==> src/rtl/core/msba_pkg.sv <==
// ----------------------------------------------------------------------------
// msba_pkg
// Shared types, constants and helpers for the memory map scan bump allocator.
// ----------------------------------------------------------------------------
package msba_pkg;

    // Address space limit: regions are clamped to 2**ADDR_LIMIT_LOG2
    localparam int ADDR_LIMIT_LOG2 = 32;
    // State width: holds the limit itself
    localparam int ADDR_W = ADDR_LIMIT_LOG2 + 1;
    // Result field width
    localparam int OUT_W = 33;
    // Request size / alignment width
    localparam int REQ_W = 33;
    // Width of the align/advance sums, wide enough to never wrap
    localparam int SUM_W = ((ADDR_W > REQ_W) ? ADDR_W : REQ_W) + 2;

    localparam int PAGE_SHIFT = 12;

    localparam logic [ADDR_W-1:0] ADDR_CAP   = {1'b1, {ADDR_LIMIT_LOG2{1'b0}}};
    localparam logic [ADDR_W-1:0] LOW_FLOOR  = ADDR_W'(1) << 20;
    localparam logic [ADDR_W-1:0] PAGE_MASK  = ADDR_W'(12'hFFF);
    localparam logic [REQ_W-1:0]  DEFAULT_ALIGN = REQ_W'(16);

    // Item operation codes
    typedef enum logic [1:0] {
        OP_DESC   = 2'd0,
        OP_FINISH = 2'd1,
        OP_ALLOC  = 2'd2,
        OP_NONE   = 2'd3
    } op_t;

    // Firmware memory type codes that count as usable RAM
    localparam logic [31:0] MT_LOADER_CODE   = 32'd1;
    localparam logic [31:0] MT_LOADER_DATA   = 32'd2;
    localparam logic [31:0] MT_BOOT_CODE     = 32'd3;
    localparam logic [31:0] MT_BOOT_DATA     = 32'd4;
    localparam logic [31:0] MT_CONVENTIONAL  = 32'd7;
    localparam logic [31:0] MT_ACPI_RECLAIM  = 32'd9;
    localparam logic [31:0] MT_ACPI_NVS      = 32'd10;

    // Prepared item handed from the input stage to the state stage
    typedef struct packed {
        op_t               op;
        logic              keep;      // descriptor passes all filters
        logic [ADDR_W-1:0] base;      // clamped descriptor start
        logic [ADDR_W-1:0] len;       // clamped descriptor length
        logic [ADDR_W-1:0] stop;      // clamped descriptor end
        logic [REQ_W-1:0]  size;      // allocate size
        logic [REQ_W-1:0]  align_m1;  // effective alignment minus one
    } prep_t;

    function automatic logic type_usable(input logic [31:0] mt);
        logic ok;
        case (mt)
            MT_LOADER_CODE, MT_LOADER_DATA, MT_BOOT_CODE, MT_BOOT_DATA,
            MT_CONVENTIONAL, MT_ACPI_RECLAIM, MT_ACPI_NVS: ok = 1'b1;
            default:                                       ok = 1'b0;
        endcase
        return ok;
    endfunction

    // Fit a state-width address to the result field width
    function automatic logic [OUT_W-1:0] to_out(input logic [ADDR_W-1:0] a);
        logic [63:0] wide;
        wide = 64'(a);
        return wide[OUT_W-1:0];
    endfunction

endpackage

==> src/rtl/core/msba_if.sv <==
// ----------------------------------------------------------------------------
// msba_in_if / msba_out_if
// Valid/ready channels carrying allocator items and allocator results.
// ----------------------------------------------------------------------------
interface msba_in_if;
    logic        valid;
    logic        ready;
    logic [1:0]  op;
    logic [31:0] mem_type;
    logic [63:0] region_base;
    logic [51:0] page_count;
    logic [32:0] alloc_size;
    logic [32:0] alloc_align;

    modport source (
        output valid, op, mem_type, region_base, page_count, alloc_size, alloc_align,
        input  ready
    );
    modport sink (
        input  valid, op, mem_type, region_base, page_count, alloc_size, alloc_align,
        output ready
    );
endinterface

interface msba_out_if;
    logic        valid;
    logic        ready;
    logic        alloc_ok;
    logic [32:0] alloc_addr;
    logic [32:0] next_free;
    logic [32:0] region_end;
    logic [32:0] ram_top;

    modport source (
        output valid, alloc_ok, alloc_addr, next_free, region_end, ram_top,
        input  ready
    );
    modport sink (
        input  valid, alloc_ok, alloc_addr, next_free, region_end, ram_top,
        output ready
    );
endinterface

==> src/rtl/core/memory_map_scan_bump_allocator.sv <==
// ----------------------------------------------------------------------------
// memory_map_scan_bump_allocator
// Memory map scan followed by a bump pointer allocator over the largest region.
// ----------------------------------------------------------------------------
// The block takes one item per cycle while the result side is not stalled, and
// returns exactly one result per item, in order, through the input register
// and then the result register. The rate comes from the state update loop: region
// start, region end, free pointer and RAM top are read and rewritten in the
// same cycle by the compare/add/mask logic of the state stage. Descriptor
// items update the tracked largest region and RAM top, a finish item sets the
// region start (at least 1 MiB, 4 KiB aligned) and loads the free pointer,
// and allocate items align and advance the free pointer within the region.
// Every result reports the free pointer, region end and RAM top after the item.
module memory_map_scan_bump_allocator
    import msba_pkg::*;
(
    input  logic          clk,
    input  logic          rst_n,
    msba_in_if.sink       in_ch,
    msba_out_if.source    out_ch
);

    logic  prep_valid;
    prep_t prep;
    logic  core_ready;

    // Input register with descriptor clamp
    msba_front u_front (
        .clk        (clk),
        .rst_n      (rst_n),
        .in_ch      (in_ch),
        .core_ready (core_ready),
        .prep_valid (prep_valid),
        .prep       (prep)
    );

    // State and result register
    msba_core u_core (
        .clk        (clk),
        .rst_n      (rst_n),
        .prep_valid (prep_valid),
        .prep       (prep),
        .core_ready (core_ready),
        .out_ch     (out_ch)
    );

endmodule

==> src/rtl/core/msba_front.sv <==
// ----------------------------------------------------------------------------
// msba_front
// Input register: filters and clamps descriptors, resolves the alignment.
// ----------------------------------------------------------------------------
module msba_front
    import msba_pkg::*;
(
    input  logic          clk,
    input  logic          rst_n,
    msba_in_if.sink       in_ch,
    input  logic          core_ready,
    output logic          prep_valid,
    output prep_t         prep
);

    logic              valid_reg;
    logic              valid_next;
    prep_t             prep_reg;
    prep_t             prep_next;
    logic              in_xfer;
    logic              above;
    logic [63:0]       span;
    logic [ADDR_W-1:0] base_lo;
    logic [ADDR_W-1:0] room;
    logic              clamp;

    assign in_ch.ready = !valid_reg || core_ready;
    assign in_xfer     = in_ch.valid && in_ch.ready;

    // Descriptor clamp: end saturates at the address cap
    always_comb
    begin
        above   = |in_ch.region_base[63:ADDR_LIMIT_LOG2];
        base_lo = ADDR_W'(in_ch.region_base[ADDR_LIMIT_LOG2-1:0]);
        span    = {in_ch.page_count, {PAGE_SHIFT{1'b0}}};
        room    = ADDR_CAP - base_lo;
        clamp   = span >= 64'(room);

        prep_next.op       = op_t'(in_ch.op);
        prep_next.keep     = type_usable(in_ch.mem_type) && !above
                             && (in_ch.page_count != '0);
        prep_next.base     = base_lo;
        prep_next.len      = clamp ? room : span[ADDR_W-1:0];
        prep_next.stop     = clamp ? ADDR_CAP : base_lo + span[ADDR_W-1:0];
        prep_next.size     = in_ch.alloc_size;
        prep_next.align_m1 = (in_ch.alloc_align == '0) ? DEFAULT_ALIGN - REQ_W'(1)
                                                       : in_ch.alloc_align - REQ_W'(1);
    end

    // Stage occupancy
    always_comb
    begin
        if (in_xfer)
            valid_next = 1'b1;
        else if (core_ready)
            valid_next = 1'b0;
        else
            valid_next = valid_reg;
    end

    always_ff @(posedge clk or negedge rst_n)
    begin
        if (!rst_n)
            valid_reg <= 1'b0;
        else
            valid_reg <= valid_next;
    end

    // Payload, no reset
    always_ff @(posedge clk)
    begin
        if (in_xfer)
            prep_reg <= prep_next;
    end

    assign prep_valid = valid_reg;
    assign prep       = prep_reg;

endmodule

==> src/rtl/core/msba_core.sv <==
// ----------------------------------------------------------------------------
// msba_core
// Allocator state and result register: region tracking, finish, bump allocate.
// ----------------------------------------------------------------------------
module msba_core
    import msba_pkg::*;
(
    input  logic          clk,
    input  logic          rst_n,
    input  logic          prep_valid,
    input  prep_t         prep,
    output logic          core_ready,
    msba_out_if.source    out_ch
);

    logic              take;
    logic [ADDR_W-1:0] start_reg, start_next;
    logic [ADDR_W-1:0] limit_reg, limit_next;
    logic [ADDR_W-1:0] free_reg, free_next;
    logic [ADDR_W-1:0] high_reg, high_next;
    logic              out_valid_reg;
    logic              ok_reg, ok_next;
    logic [ADDR_W-1:0] addr_reg, addr_next;

    logic [ADDR_W-1:0] cur_len;
    logic [ADDR_W-1:0] raised;
    logic [ADDR_W-1:0] rounded;
    logic [SUM_W-1:0]  am_ext;
    logic [SUM_W-1:0]  aligned;
    logic [SUM_W-1:0]  bumped;
    logic              fits;

    assign core_ready = !out_valid_reg || out_ch.ready;
    assign take       = prep_valid && core_ready;

    // Per-op datapath
    always_comb
    begin
        cur_len = (limit_reg > start_reg) ? limit_reg - start_reg : '0;
        raised  = (start_reg < LOW_FLOOR) ? LOW_FLOOR : start_reg;
        rounded = (raised + PAGE_MASK) & ~PAGE_MASK;
        am_ext  = SUM_W'(prep.align_m1);
        aligned = (SUM_W'(free_reg) + am_ext) & ~am_ext;
        bumped  = aligned + SUM_W'(prep.size);
        fits    = bumped <= SUM_W'(limit_reg);

        start_next = start_reg;
        limit_next = limit_reg;
        free_next  = free_reg;
        high_next  = high_reg;
        ok_next    = 1'b0;
        addr_next  = '0;

        case (prep.op)
            OP_DESC:
            begin
                if (prep.keep)
                begin
                    if (prep.stop > high_reg)
                        high_next = prep.stop;
                    if (prep.len > cur_len)
                    begin
                        start_next = prep.base;
                        limit_next = prep.stop;
                    end
                end
            end
            OP_FINISH:
            begin
                start_next = rounded;
                free_next  = rounded;
            end
            OP_ALLOC:
            begin
                if (fits)
                begin
                    free_next = bumped[ADDR_W-1:0];
                    ok_next   = 1'b1;
                    addr_next = aligned[ADDR_W-1:0];
                end
            end
            default:
            begin
                // unknown op leaves state alone
            end
        endcase
    end

    // State and result valid
    always_ff @(posedge clk or negedge rst_n)
    begin
        if (!rst_n)
        begin
            start_reg     <= '0;
            limit_reg     <= '0;
            free_reg      <= '0;
            high_reg      <= '0;
            out_valid_reg <= 1'b0;
        end
        else
        begin
            if (take)
            begin
                start_reg <= start_next;
                limit_reg <= limit_next;
                free_reg  <= free_next;
                high_reg  <= high_next;
            end
            if (take)
                out_valid_reg <= 1'b1;
            else if (out_ch.ready)
                out_valid_reg <= 1'b0;
        end
    end

    // Result payload, no reset
    always_ff @(posedge clk)
    begin
        if (take)
        begin
            ok_reg   <= ok_next;
            addr_reg <= addr_next;
        end
    end

    // Snapshot fields follow the state registers, which only move on a take
    assign out_ch.valid      = out_valid_reg;
    assign out_ch.alloc_ok   = ok_reg;
    assign out_ch.alloc_addr = to_out(addr_reg);
    assign out_ch.next_free  = to_out(free_reg);
    assign out_ch.region_end = to_out(limit_reg);
    assign out_ch.ram_top    = to_out(high_reg);

    // A granted block never runs past the region end
    a_grant_in_region: assert property (@(posedge clk) disable iff (!rst_n)
        (out_valid_reg && ok_reg) |-> (free_reg <= limit_reg))
        else $error("granted block passes region end");

    // Failed or non-allocate results carry a zero address
    a_fail_zero_addr: assert property (@(posedge clk) disable iff (!rst_n)
        (out_valid_reg && !ok_reg) |-> (addr_reg == '0))
        else $error("nonzero address without a grant");

    // The chosen region end is never above the highest end seen
    a_limit_below_top: assert property (@(posedge clk) disable iff (!rst_n)
        limit_reg <= high_reg)
        else $error("region end above RAM top");

    // State only moves when an item is taken
    a_state_holds: assert property (@(posedge clk) disable iff (!rst_n)
        !take |=> ($stable(free_reg) && $stable(start_reg) && $stable(limit_reg)))
        else $error("allocator state changed without an item");

endmodule

==> src/flat_wrapper.sv <==
// flat-port wrapper written by rule: the top's interface ports become plain ports
module memory_map_scan_bump_allocator_flat import msba_pkg::*;
  (clk, rst_n, in_ch_valid, in_ch_op, in_ch_mem_type, in_ch_region_base, in_ch_page_count, in_ch_alloc_size, in_ch_alloc_align, in_ch_ready, out_ch_valid, out_ch_alloc_ok, out_ch_alloc_addr, out_ch_next_free, out_ch_region_end, out_ch_ram_top, out_ch_ready);
  msba_in_if in_ch_i ();
  msba_out_if out_ch_i ();
  input  logic clk;
  input  logic rst_n;
  input wire logic [$bits(in_ch_i.valid)-1:0] in_ch_valid;
  input wire logic [$bits(in_ch_i.op)-1:0] in_ch_op;
  input wire logic [$bits(in_ch_i.mem_type)-1:0] in_ch_mem_type;
  input wire logic [$bits(in_ch_i.region_base)-1:0] in_ch_region_base;
  input wire logic [$bits(in_ch_i.page_count)-1:0] in_ch_page_count;
  input wire logic [$bits(in_ch_i.alloc_size)-1:0] in_ch_alloc_size;
  input wire logic [$bits(in_ch_i.alloc_align)-1:0] in_ch_alloc_align;
  output wire logic [$bits(in_ch_i.ready)-1:0] in_ch_ready;
  output wire logic [$bits(out_ch_i.valid)-1:0] out_ch_valid;
  output wire logic [$bits(out_ch_i.alloc_ok)-1:0] out_ch_alloc_ok;
  output wire logic [$bits(out_ch_i.alloc_addr)-1:0] out_ch_alloc_addr;
  output wire logic [$bits(out_ch_i.next_free)-1:0] out_ch_next_free;
  output wire logic [$bits(out_ch_i.region_end)-1:0] out_ch_region_end;
  output wire logic [$bits(out_ch_i.ram_top)-1:0] out_ch_ram_top;
  input wire logic [$bits(out_ch_i.ready)-1:0] out_ch_ready;
  assign in_ch_i.valid = in_ch_valid;
  assign in_ch_i.op = in_ch_op;
  assign in_ch_i.mem_type = in_ch_mem_type;
  assign in_ch_i.region_base = in_ch_region_base;
  assign in_ch_i.page_count = in_ch_page_count;
  assign in_ch_i.alloc_size = in_ch_alloc_size;
  assign in_ch_i.alloc_align = in_ch_alloc_align;
  assign in_ch_ready = in_ch_i.ready;
  assign out_ch_valid = out_ch_i.valid;
  assign out_ch_alloc_ok = out_ch_i.alloc_ok;
  assign out_ch_alloc_addr = out_ch_i.alloc_addr;
  assign out_ch_next_free = out_ch_i.next_free;
  assign out_ch_region_end = out_ch_i.region_end;
  assign out_ch_ram_top = out_ch_i.ram_top;
  assign out_ch_i.ready = out_ch_ready;
  memory_map_scan_bump_allocator u_core (.clk(clk), .rst_n(rst_n), .in_ch(in_ch_i), .out_ch(out_ch_i));
endmodule
==> config.mk <==
export PLATFORM = sky130hd
export DESIGN_NAME = memory_map_scan_bump_allocator_flat
export DESIGN_NICKNAME = d
export VERILOG_FILES = /design/src/rtl/core/msba_pkg.sv /design/src/rtl/core/msba_if.sv /design/src/rtl/core/memory_map_scan_bump_allocator.sv /design/src/rtl/core/msba_front.sv /design/src/rtl/core/msba_core.sv /design/src/flat_wrapper.sv
export SDC_FILE = /design/constraint.sdc
export NUM_CORES = 1
export LEC_CHECK = 0
export BUFFER_PORTS_ARGS = -buffer_cell sky130_fd_sc_hd__buf_2
export CAP_MARGIN = 30
export CORE_MARGIN = 8
export CORE_UTILIZATION = 63
export DETAILED_ROUTE_END_ITERATION = 8
export GPL_TIMING_DRIVEN = 0
export PLACE_DENSITY = 0.87
export SYNTH_ARGS = -nofsm -noshare
export SYNTH_HDL_FRONTEND = slang
export SYNTH_SLANG_ARGS = --single-unit
==> constraint.sdc <==
create_clock -name clk -period 12.29 [get_ports clk]
set_clock_uncertainty 0.1 [all_clocks]
set_input_delay 0.6145 -clock clk [delete_from_list [all_inputs] [get_ports clk]]
set_output_delay 0.6145 -clock clk [all_outputs]
set_load 0.01 [all_outputs]
== After elaboration in Yosys (flattened, before gate mapping) ==
Index checks and enable logic that the tools add are counted.
Widths: inputs -> output; s select.

* Output and inout port bits: 135
* RAM bits: 0
* Bits in latches: 0
* Memories kept: 0
* ROM bits: 0
* Input port bits: 220
* Register bits: 335

* Order comparisons: 6
* Bitwise gates (word level): 2
* Multiplexer cells: 14
* Shifts and indexed selects: 0
* Eq/ne operators: 12
* Reduce and logical (&&, ||, !) cells: 23
* Div/mod/pow operators: 0
* Add/subtract/negate cells: 7
* Multipliers: 0

{| class="wikitable"
|+ Operator list
! cell !! number
|-
| $mux 33 || 6
|-
| $pmux 33 s2 || 2
|-
| $gt 33x33->1 || 3
|-
| $eq 32x2->1 const B || 2
|-
| $eq 32x3->1 const B || 2
|-
| $eq 32x4->1 const B || 2
|-
| $ge 64x33->1 || 1
|-
| $reduce_bool 52->1 || 1
|-
| $add 35x33->35 || 1
|-
| $and 34x35->35 || 1
|-
| $le 35x33->1 || 1
|-
| $not 33->35 || 1
|-
| $add 33x33->34 || 1
|-
| $add 32x33->33 || 1
|-
| $add 33x12->33 const B || 1
|-
| $logic_not 33->1 || 1
|-
| $lt 33x21->1 const B || 1
|-
| $sub 33x1->33 const B || 1
|-
| $sub 33x32->33 const A || 1
|-
| $sub 33x33->33 || 1
|-
| $eq 32x1->1 const B || 1
|-
| $reduce_or 32->1 || 1
|-
| $reduce_and 4->1 || 3
|-
| $reduce_bool 2->1 || 4
|-
| 12 further kinds || 24
|}

== Longest topological paths before layout ==
Gate-level depths: netlist (run 1).

* Depth in word-level cells: 6
* Depth in mapped cells: 34
* Mapped depth without buffers: 31

== Hierarchy ==
A second synthesis (run 1) with hierarchy kept.

* Cell total of the unflattened synthesis: 2663
* Area total of the unflattened synthesis: 25301.8 µm²

{| class="wikitable"
|+ By module, submodules not included
! module !! seq. area each (µm²) !! instances !! cells each !! area an instance (µm²)
|-
| msba_core || 4349.2 || 1 || 1947 || 16535.9
|-
| msba_front || 5039.8 || 1 || 716 || 8765.9
|}

== Worst setup path before layout (run 1) ==
Ideal clock, no wire load.

* Path type: flip-flop to flip-flop
* Start: reg u_core.u_core.free_reg[11], in the netlist u_core.u_core.out_ch.next_free[11]
* End: reg u_core.u_core.free_reg[15], in the netlist u_core.u_core.out_ch.next_free[15]
* Path slack: 5.835 ns
* Stages on the path, launching flop included: 33
* Period minus slack after synthesis: 6.455 ns
* Arrival: 6.230 ns
* Path buffers: 3
* Cell sequence: dfrtp_1 ha_1 a21o_1 a211o_1 or3_1 o211ai_1 nand2_1 a21o_1 a21oi_1 xor2_1 nor2_1 ha_1 a21oi_1 o211ai_1 a211oi_1 a21oi_1 o21ai_0 nand2b_1 a31o_2 xor2_1 ha_1 nand4_1 a21oi_1 a2111oi_0 o2111ai_1 a21o_1 o22a_1 a21o_1 buf_6 a21bo_1 buf_6 buf_8 mux2_4

* Longest elaborated chain between the ends: 6

{| class="wikitable"
|+ RTL lines
! element !! line !! text
|-
| start, declared || msba_core.sv:19 || <nowiki>logic [ADDR_W-1:0] free_reg, free_next;</nowiki>
|-
| start signal, assigned || msba_core.sv:106 || <nowiki>free_reg <= free_next;</nowiki>
|-
| $add 33x33->34 || msba_core.sv:43 || <nowiki>aligned = (SUM_W'(free_reg) + am_ext) & ~am_ext;</nowiki>
|-
| $and 34x35->35 || msba_core.sv:43 ||
|-
| named net u_core.u_core.aligned[20] || msba_core.sv:29 || <nowiki>logic [SUM_W-1:0] aligned;</nowiki>
|-
| $add 35x33->35 || msba_core.sv:44 || <nowiki>bumped = aligned + SUM_W'(prep.size);</nowiki>
|-
| $le 35x33->1 || msba_core.sv:45 || <nowiki>fits = bumped <= SUM_W'(limit_reg);</nowiki>
|-
| $ne 2x2->1 (no line) || -- ||
|-
| $reduce_and 3->1 (no line) || -- ||
|}

The timed path passes the listed nets, and every way through them passes these cells. The select of a mux whose other input is x is not followed.
A chain may end at the register's enable or synchronous reset.

== Final worst setup path (run 1) ==
* Start: reg u_core.u_front.prep_reg (netlist bit u_core.u_front.prep[2])
* End: reg u_core.u_core.addr_reg[29], in the netlist u_core.u_core.out_ch.alloc_addr[29] (data pin)

* Longest elaborated chain between the ends: 5

{| class="wikitable"
|+ RTL lines
! element !! line !! text
|-
| start, declared || msba_front.sv:18 || <nowiki>prep_t prep_reg;</nowiki>
|-
| start signal, assigned || msba_front.sv:73 || <nowiki>prep_reg <= prep_next;</nowiki>
|-
| $add 33x33->34 || msba_core.sv:43 ||
|-
| $and 34x35->35 || msba_core.sv:43 ||
|-
| named net u_core.u_core.aligned[20] || msba_core.sv:29 ||
|-
| $add 35x33->35 || msba_core.sv:44 ||
|-
| $le 35x33->1 || msba_core.sv:45 ||
|-
| $reduce_and 2->1 (no line) || -- ||
|-
| end signal, assigned || msba_core.sv:122 || <nowiki>addr_reg <= addr_next;</nowiki>
|-
| end, declared || msba_core.sv:23 || <nowiki>logic [ADDR_W-1:0] addr_reg, addr_next;</nowiki>
|}

The timed path passes the listed nets, and every way through them passes these cells.

==> out/metrics.csv, run 1 <==
stage,metric,value,unit
synthesis,sequential fraction of the synthesis area,0.405,
synthesis,Synth top cells by count,"241 x ha_1, 201 x edfxtp_1, 199 x nand2_1",
timing,RSZ-0062 raised after global routing,false,
synthesis,syn_nets,2858,
floorplan,row count,70,
timing,Hold Slack,147,ps
timing,Final Hold Viols,0,
synthesis,ys async rst share,0.400,
clock_network,"Gates resized, CTS repair",0,
global_route,GRT Resource Usage Total,0.329,
global_route,largest net degree at the start of global routing,99,
synthesis,synth unique cells,88,
worst_setup_path,WS Path Type,flip-flop to flip-flop,
power,PD cells,255,nW/um^2
worst_setup_path,r2r setup slk,4110,ps
clock_network,Num CTS Buffers,37,
place,routability cong.,0.974,
global_route,first-pass GRT wire length,113,mm
clock_network,CTS tree,yes,
floorplan,DIE AREA,43200,sq um
place,PortBufs,354,
routing,DRC,0,
routing,DR iter-0 viols,1837,
worst_setup_path,crit end category,flip-flop,
timing,"Period Utilization, post-route",0.666,
min_path,Hold Crit Class,input port to flip-flop,
synthesis,Post-synth EDFFs,201,
min_path,WHS Path Cells,1,
clock_network,CTS Root Cell,clkbuf_16,
clock_network,Max Root-Sink Buffers,3,
global_route,initial antenna violation count,4,
layout,max reg flops,167,
outcome,outcome,completed,
synthesis,cell with the most instances after synthesis,ha_1,
timing,Final Setup Violations,0,
synthesis,ranking of synthesized cells by area,"edfxtp_1 26%, dfrtp_1 14%, ha_1 13%",
worst_setup_path,Crit path required time,12590,ps
timing,crit path time final,8180,ps
synthesis,Synth Area per Inst,9.68,sq um
job,max-cap violation count,0,
place,dpl cells,3220,
synthesis,yosys synthesis warning count,0,
worst_setup_path,startpoint class of the critical path,flip-flop,
routing,Routed WL,72.9,mm
synthesis,"area leader, netlist",edfxtp_1,
synthesis,netlist area before placement,23200,sq um
routing,via-per-instance ratio,6.24,
global_route,vias in the first global route,20700,
clock_network,clock net sink count,335,
power,Worst VDD drop,0.116,mV
worst_setup_path,Max stage delay on crit path,790,ps
floorplan,# IOs,355,
routing,DR pass1 iterations,9,
layout,Non-Filler Instances,3289,
synthesis,post-synth top area share,0.260,
worst_setup_path,reg2reg path depth,30,
synthesis,Cells after Synth,2393,
place,post-DP HPWL,59.0,mm
routing,antenna-violating nets left,0,
layout,share of cells above drive strength 1,0.179,
routing,vias,20500,
power,leakage dissipation,12.0,nW
synthesis,"Top FF cell, synth",edfxtp_1,
timing,"Slew Viols, Final",0,
clock_network,Clock transition at path regs,60,ps
floorplan,core box area,36400,sq um
timing,Max Clock Freq,122,MHz
timing,Worst Max-Slew Pin Slew,1020,ps
worst_setup_path,WP data arrival,8480,ps
layout,Area Growth Syn to Fin,16.0,%
clock_network,H-tree levels,2,
floorplan,Die Height,208,um
layout,Final #Nets,3257,
floorplan,Die Span X,208,um
synthesis,register bit count reported by yosys,335,
routing,wire length per cell,22.2,um
global_route,global route overflow,0,
timing,relative slew slack,0.314,
timing,Setup TNS,0,ps
worst_setup_path,"slowest stage cell, crit path",nor4_1,
floorplan,initial core utilization,0.636,
worst_setup_path,worst-path fanout max,10,
clock_network,Skew-Pair Late Insertion Delay,550,ps
placed cells by master, fill, tap and decap left out, types with 72 or more instances in the layout:
cell type and instances:
buf_2 364, a21oi_1 153, nor2_1 174, o21ai_0 167, a21o_1 72, edfxtp_1 201, inv_1 149, ha_1 241
dfrtp_1 134, nand2_1 199, xnor2_1 97
metal layers:
layer  vias up  share of wire  track usage
li1       9605              -            -
met4         0          0.050        0.157
met5         -              0            0
met2       996           0.48        0.564
met3       196          0.079       0.0563
met1      9738           0.39        0.398
final timing paths:
path,to,startpoint
max,u_core.u_core.out_ch.alloc_addr[29],u_core.u_front.prep[2]
min,u_core.u_front.prep[34],in_ch_alloc_size[1]
max reg2reg,u_core.u_core.out_ch.alloc_addr[29],u_core.u_front.prep[2]
min reg2reg,u_core.u_core.start_reg[3],u_core.u_front.prep[135]
max in group asynchronous,u_core.u_core.out_ch.region_end[26],rst_n
min in group asynchronous,u_core.u_core.out_ch.ram_top[1],rst_n
worst max-delay path: cells and delay by family, from the launching register on:
family	cells	cell delay [ps]
flip-flops	1	450
AND/OR/NAND/NOR	9	1980
AO/OA/AOI/OAI	13	3310
buffers and inverters	3	740
XOR/XNOR	2	390
adder cells (fa/ha/maj)	3	1050
logic make-up (layout without fill, tap and decap cells):
group / Yosys count / count (layout) / share of synthesized area
AOI/OAI and AO/OA: 579 / 579 / 0.159
adders and majority gates: 245 / 245 / 0.134
DFF: 335 / 335 / 0.405
other: 0 / 1 / 0
and+or+nand+nor: 790 / 790 / 0.171
xor gates and xnor gates: 167 / 167 / 0.0631
muxes: 63 / 63 / 0.0319
buffers and inverters: 214 / 641 / 0.0368
final cells by class:
class                      instances  area (sq um)
antenna                            1          2.50
buffer                            65           295
clock buffer                      46           991
clock inverter                    21           225
fill                            2673          9560
inverter                         149           559
multi-input combinational       1844         12900
sequential                       335          9390
tap                              468           586
timing repair buffer             360          1900
power breakdown:
group / internal [mW] / switching, mW / leakage, nW
Combinational: 1.64 / 2.38 / 7.86
Clock: 0.661 / 0.465 / 0.596
Sequential: 1.47 / 0.248 / 3.58
repair_timing:
item | 4_1_cts | 5_1_grt
hold endpoints to repair | 36 | 0
buffers inserted | 0 | 0
hold buffers | 1 | 0
metrics by stage:
stage	worst slack, ps	util	instance area [sq um]	total power, mW
global route	3690	0.738	26900	7.36
global placement	4480	0.701	25500	5.49
detailed placement	4320	0.704	25600	5.65
finish	4110	0.738	26900	6.86
CTS	4130	0.738	26900	6.80
floorplan	5840	-	23200	4.46
(Power assumes the default switching activity.)
==> run 2, diff against run 1 <==
- CORE_UTILIZATION: 63 -> 59
- PLACE_DENSITY: 0.87 -> 0.82
- clock period: 12.29 -> 8.1 ns (I/O delays scaled with it)
==> run 2 against run 1 <==
  * Power up 52%
  * Clock power up 50%
  * Flip-flop and latch count did not move
  * Design area increased by 1.8%
  * Sequential power grew 52%
==> out/metrics.csv, run 2 (same netlist as run 1, synthesis figures left out) <==
stage,metric,value,unit,change
outcome,outcome,completed,,
layout,Area Growth Syn to Fin,18.1,%,
place,PortBufs,354,,unchanged
global_route,initial antenna violation count,2,,-2
worst_setup_path,crit end category,flip-flop,,
layout,# fillers,2874,,+7.5%
floorplan,core box area,38700,sq um,+6.3%
timing,crit path time final,7710,ps,-467 ps
worst_setup_path,startpoint class of the critical path,flip-flop,,
clock_network,clock net sink count,335,,unchanged
routing,via-per-instance ratio,6.09,,-2.5%
timing,Final Hold Viols,0,,unchanged
layout,Non-Filler Instances,3383,,+2.9%
floorplan,row count,72,,+2.9%
routing,DR iter-0 viols,1891,,+2.9%
floorplan,initial core utilization,0.598,,-0.0378
routing,DR pass1 iterations,8,,-1
clock_network,CTS tree,yes,,
place,pre-CTS setup slack,-72.0,ps,-4400 ps
place,routability cong.,0.986,,+1.2%
place,placed inst area,25700,sq um,+0.28%
job,max-cap violation count,0,,unchanged
timing,Worst Max-Slew Pin Slew,1110,ps,+86.3 ps
timing,Setup TNS,0,ps,unchanged
worst_setup_path,WS Path Type,flip-flop to flip-flop,,
floorplan,DIE AREA,45900,sq um,+6.2%
clock_network,Max Root-Sink Buffers,3,,unchanged
worst_setup_path,Max stage delay on crit path,430,ps,-360 ps
clock_network,Post-CTS Setup Bufs,0,,unchanged
worst_setup_path,worst-path fanout max,10,,unchanged
routing,antenna-violating nets left,0,,unchanged
floorplan,# IOs,355,,unchanged
worst_setup_path,Crit path required time,8440,ps,-4150 ps
timing,relative slew slack,0.262,,-0.0523
layout,max reg flops,167,,unchanged
layout,Final #Nets,3300,,+1.3%
layout,most frequent cells in the layout,"364 x buf_2, 241 x ha_1, 201 x edfxtp_1",,
global_route,first-pass GRT wire length,117,mm,+3.3%
place,dpl cells,3271,,+1.6%
power,leakage dissipation,12.2,nW,+1.5%
power,Pwr Total,10.4,mW,+52%
timing,RSZ-0062 raised after global routing,false,,
global_route,vias in the first global route,20700,,-0.029%
layout,final instance area,27400,sq um,+1.8%
routing,Routed WL,75.7,mm,+3.9%
timing,Hold Slack,25.9,ps,-121 ps
power,PD cells,382,nW/um^2,+50%
power,Worst VDD drop,0.164,mV,+42%
min_path,Hold Crit Class,input port to flip-flop,,
worst_setup_path,CP bufs+invs,3,,unchanged
layout,multi-input logic area,13000,sq um,+0.16%
routing,wire length per cell,22.4,um,+0.99%
timing,"Period Utilization, post-route",0.952,,+0.287
worst_setup_path,"slowest stage cell, crit path",dfrtp_1,,
clock_network,Clock transition at path regs,60,ps,about the same
timing,"Slew Viols, Final",0,,unchanged
global_route,global route overflow,0,,unchanged
timing,final setup margin,388,ps,-3720 ps
global_route,GRT Resource Usage Total,0.320,,-0.00899
routing,vias,20600,,+0.28%
floorplan,Die Span X,214,um,+3.1%
clock_network,CTS Root Cell,clkbuf_16,,
clock_network,H-tree levels,2,,unchanged
layout,register area,9390,sq um,unchanged
clock_network,Num CTS Buffers,38,,+2.7%
layout,share of cells above drive strength 1,0.178,,-0.00171
layout,Final Util,0.707,,-0.0312
worst_setup_path,Worst path top cell family by delay,compound AO/OA/AOI/OAI gates,,
clock_network,Skew-Pair Late Insertion Delay,560,ps,about the same
global_route,largest net degree at the start of global routing,91,,-8.1%
timing,Max Clock Freq,130,MHz,+6.1%
layout,"commonest non-fill, non-tap cell in the layout",buf_2,,
timing,Final Setup Violations,0,,unchanged
routing,DRC,0,,unchanged
place,post-DP HPWL,60.1,mm,+1.9%
floorplan,Die Height,214,um,+3.1%
worst_setup_path,WP data arrival,8060,ps,-420 ps
[run 2: worst reg2reg max path, delay by kind of cell, from the launching register on]
family	cells	cell delay [ps]
AO/OA/AOI/OAI	16	3590
AND/OR/NAND/NOR	7	1520
adder cells (fa/ha/maj)	3	1050
buffers and inverters	3	520
flip-flops	1	430
XOR/XNOR	2	410
[run 2: area by class of cell]
| class | instances | area share |
|---|---|---|
| flip-flops and latches | 335 | 0.343 |
| clock inverters | 14 | 0.00361 |
| multi-input cells | 1844 | 0.473 |
| repair buffers | 402 | 0.0844 |
| well taps | 518 | 0.0237 |
| clock buffers | 55 | 0.0404 |
| inverters | 149 | 0.0204 |
| plain buffers | 65 | 0.0109 |
| diodes | 1 | 0.0000914 |
[run 2: worst paths after layout]
path | slack, ps | to | start | depth (start not counted)
setup reg to reg | 390 | u_core.u_core.out_ch.next_free[8] | u_core.u_core.out_ch.next_free[11] | 31
hold / removal | 30 | u_core.u_front.prep[142] | in_ch_region_base[10] | 1
min in group asynchronous | 260 | u_core.u_core.out_ch.ram_top[3] | rst_n | 2
max in group asynchronous | 6790 | u_core.u_core.out_ch.next_free[24] | rst_n | 3
setup / recovery | 390 | u_core.u_core.out_ch.next_free[8] | u_core.u_core.out_ch.next_free[11] | 31
hold reg to reg | 410 | u_core.u_core.start_reg[3] | u_core.u_front.prep[135] | 2
[run 2: repair_timing]
| action | in CTS | in global routing |
|---|---|---|
| endpoints found under the hold margin | 84 | 0 |
| endpoints found under the setup margin | 19 | 60 |
| hold buffers | 41 | 0 |
| gates resized for setup | 1 | 7 |
[run 2: power breakdown]
group | internal (mW) | switching, mW | leakage (nW)
Sequential | 2.23 | 0.383 | 3.58
Clock | 0.980 | 0.711 | 0.582
Combinational | 2.51 | 3.64 | 8.05
Total | 5.72 | 4.73 | 12.2
[run 2: routing by layer]
layer,GRT usage,wire (um),up-vias
li1,-,-,9671
met1,0.403,31100,9801
met2,0.544,36000,954
met3,0.0554,5490,166
met4,0.122,3160,0
met5,0,0,-
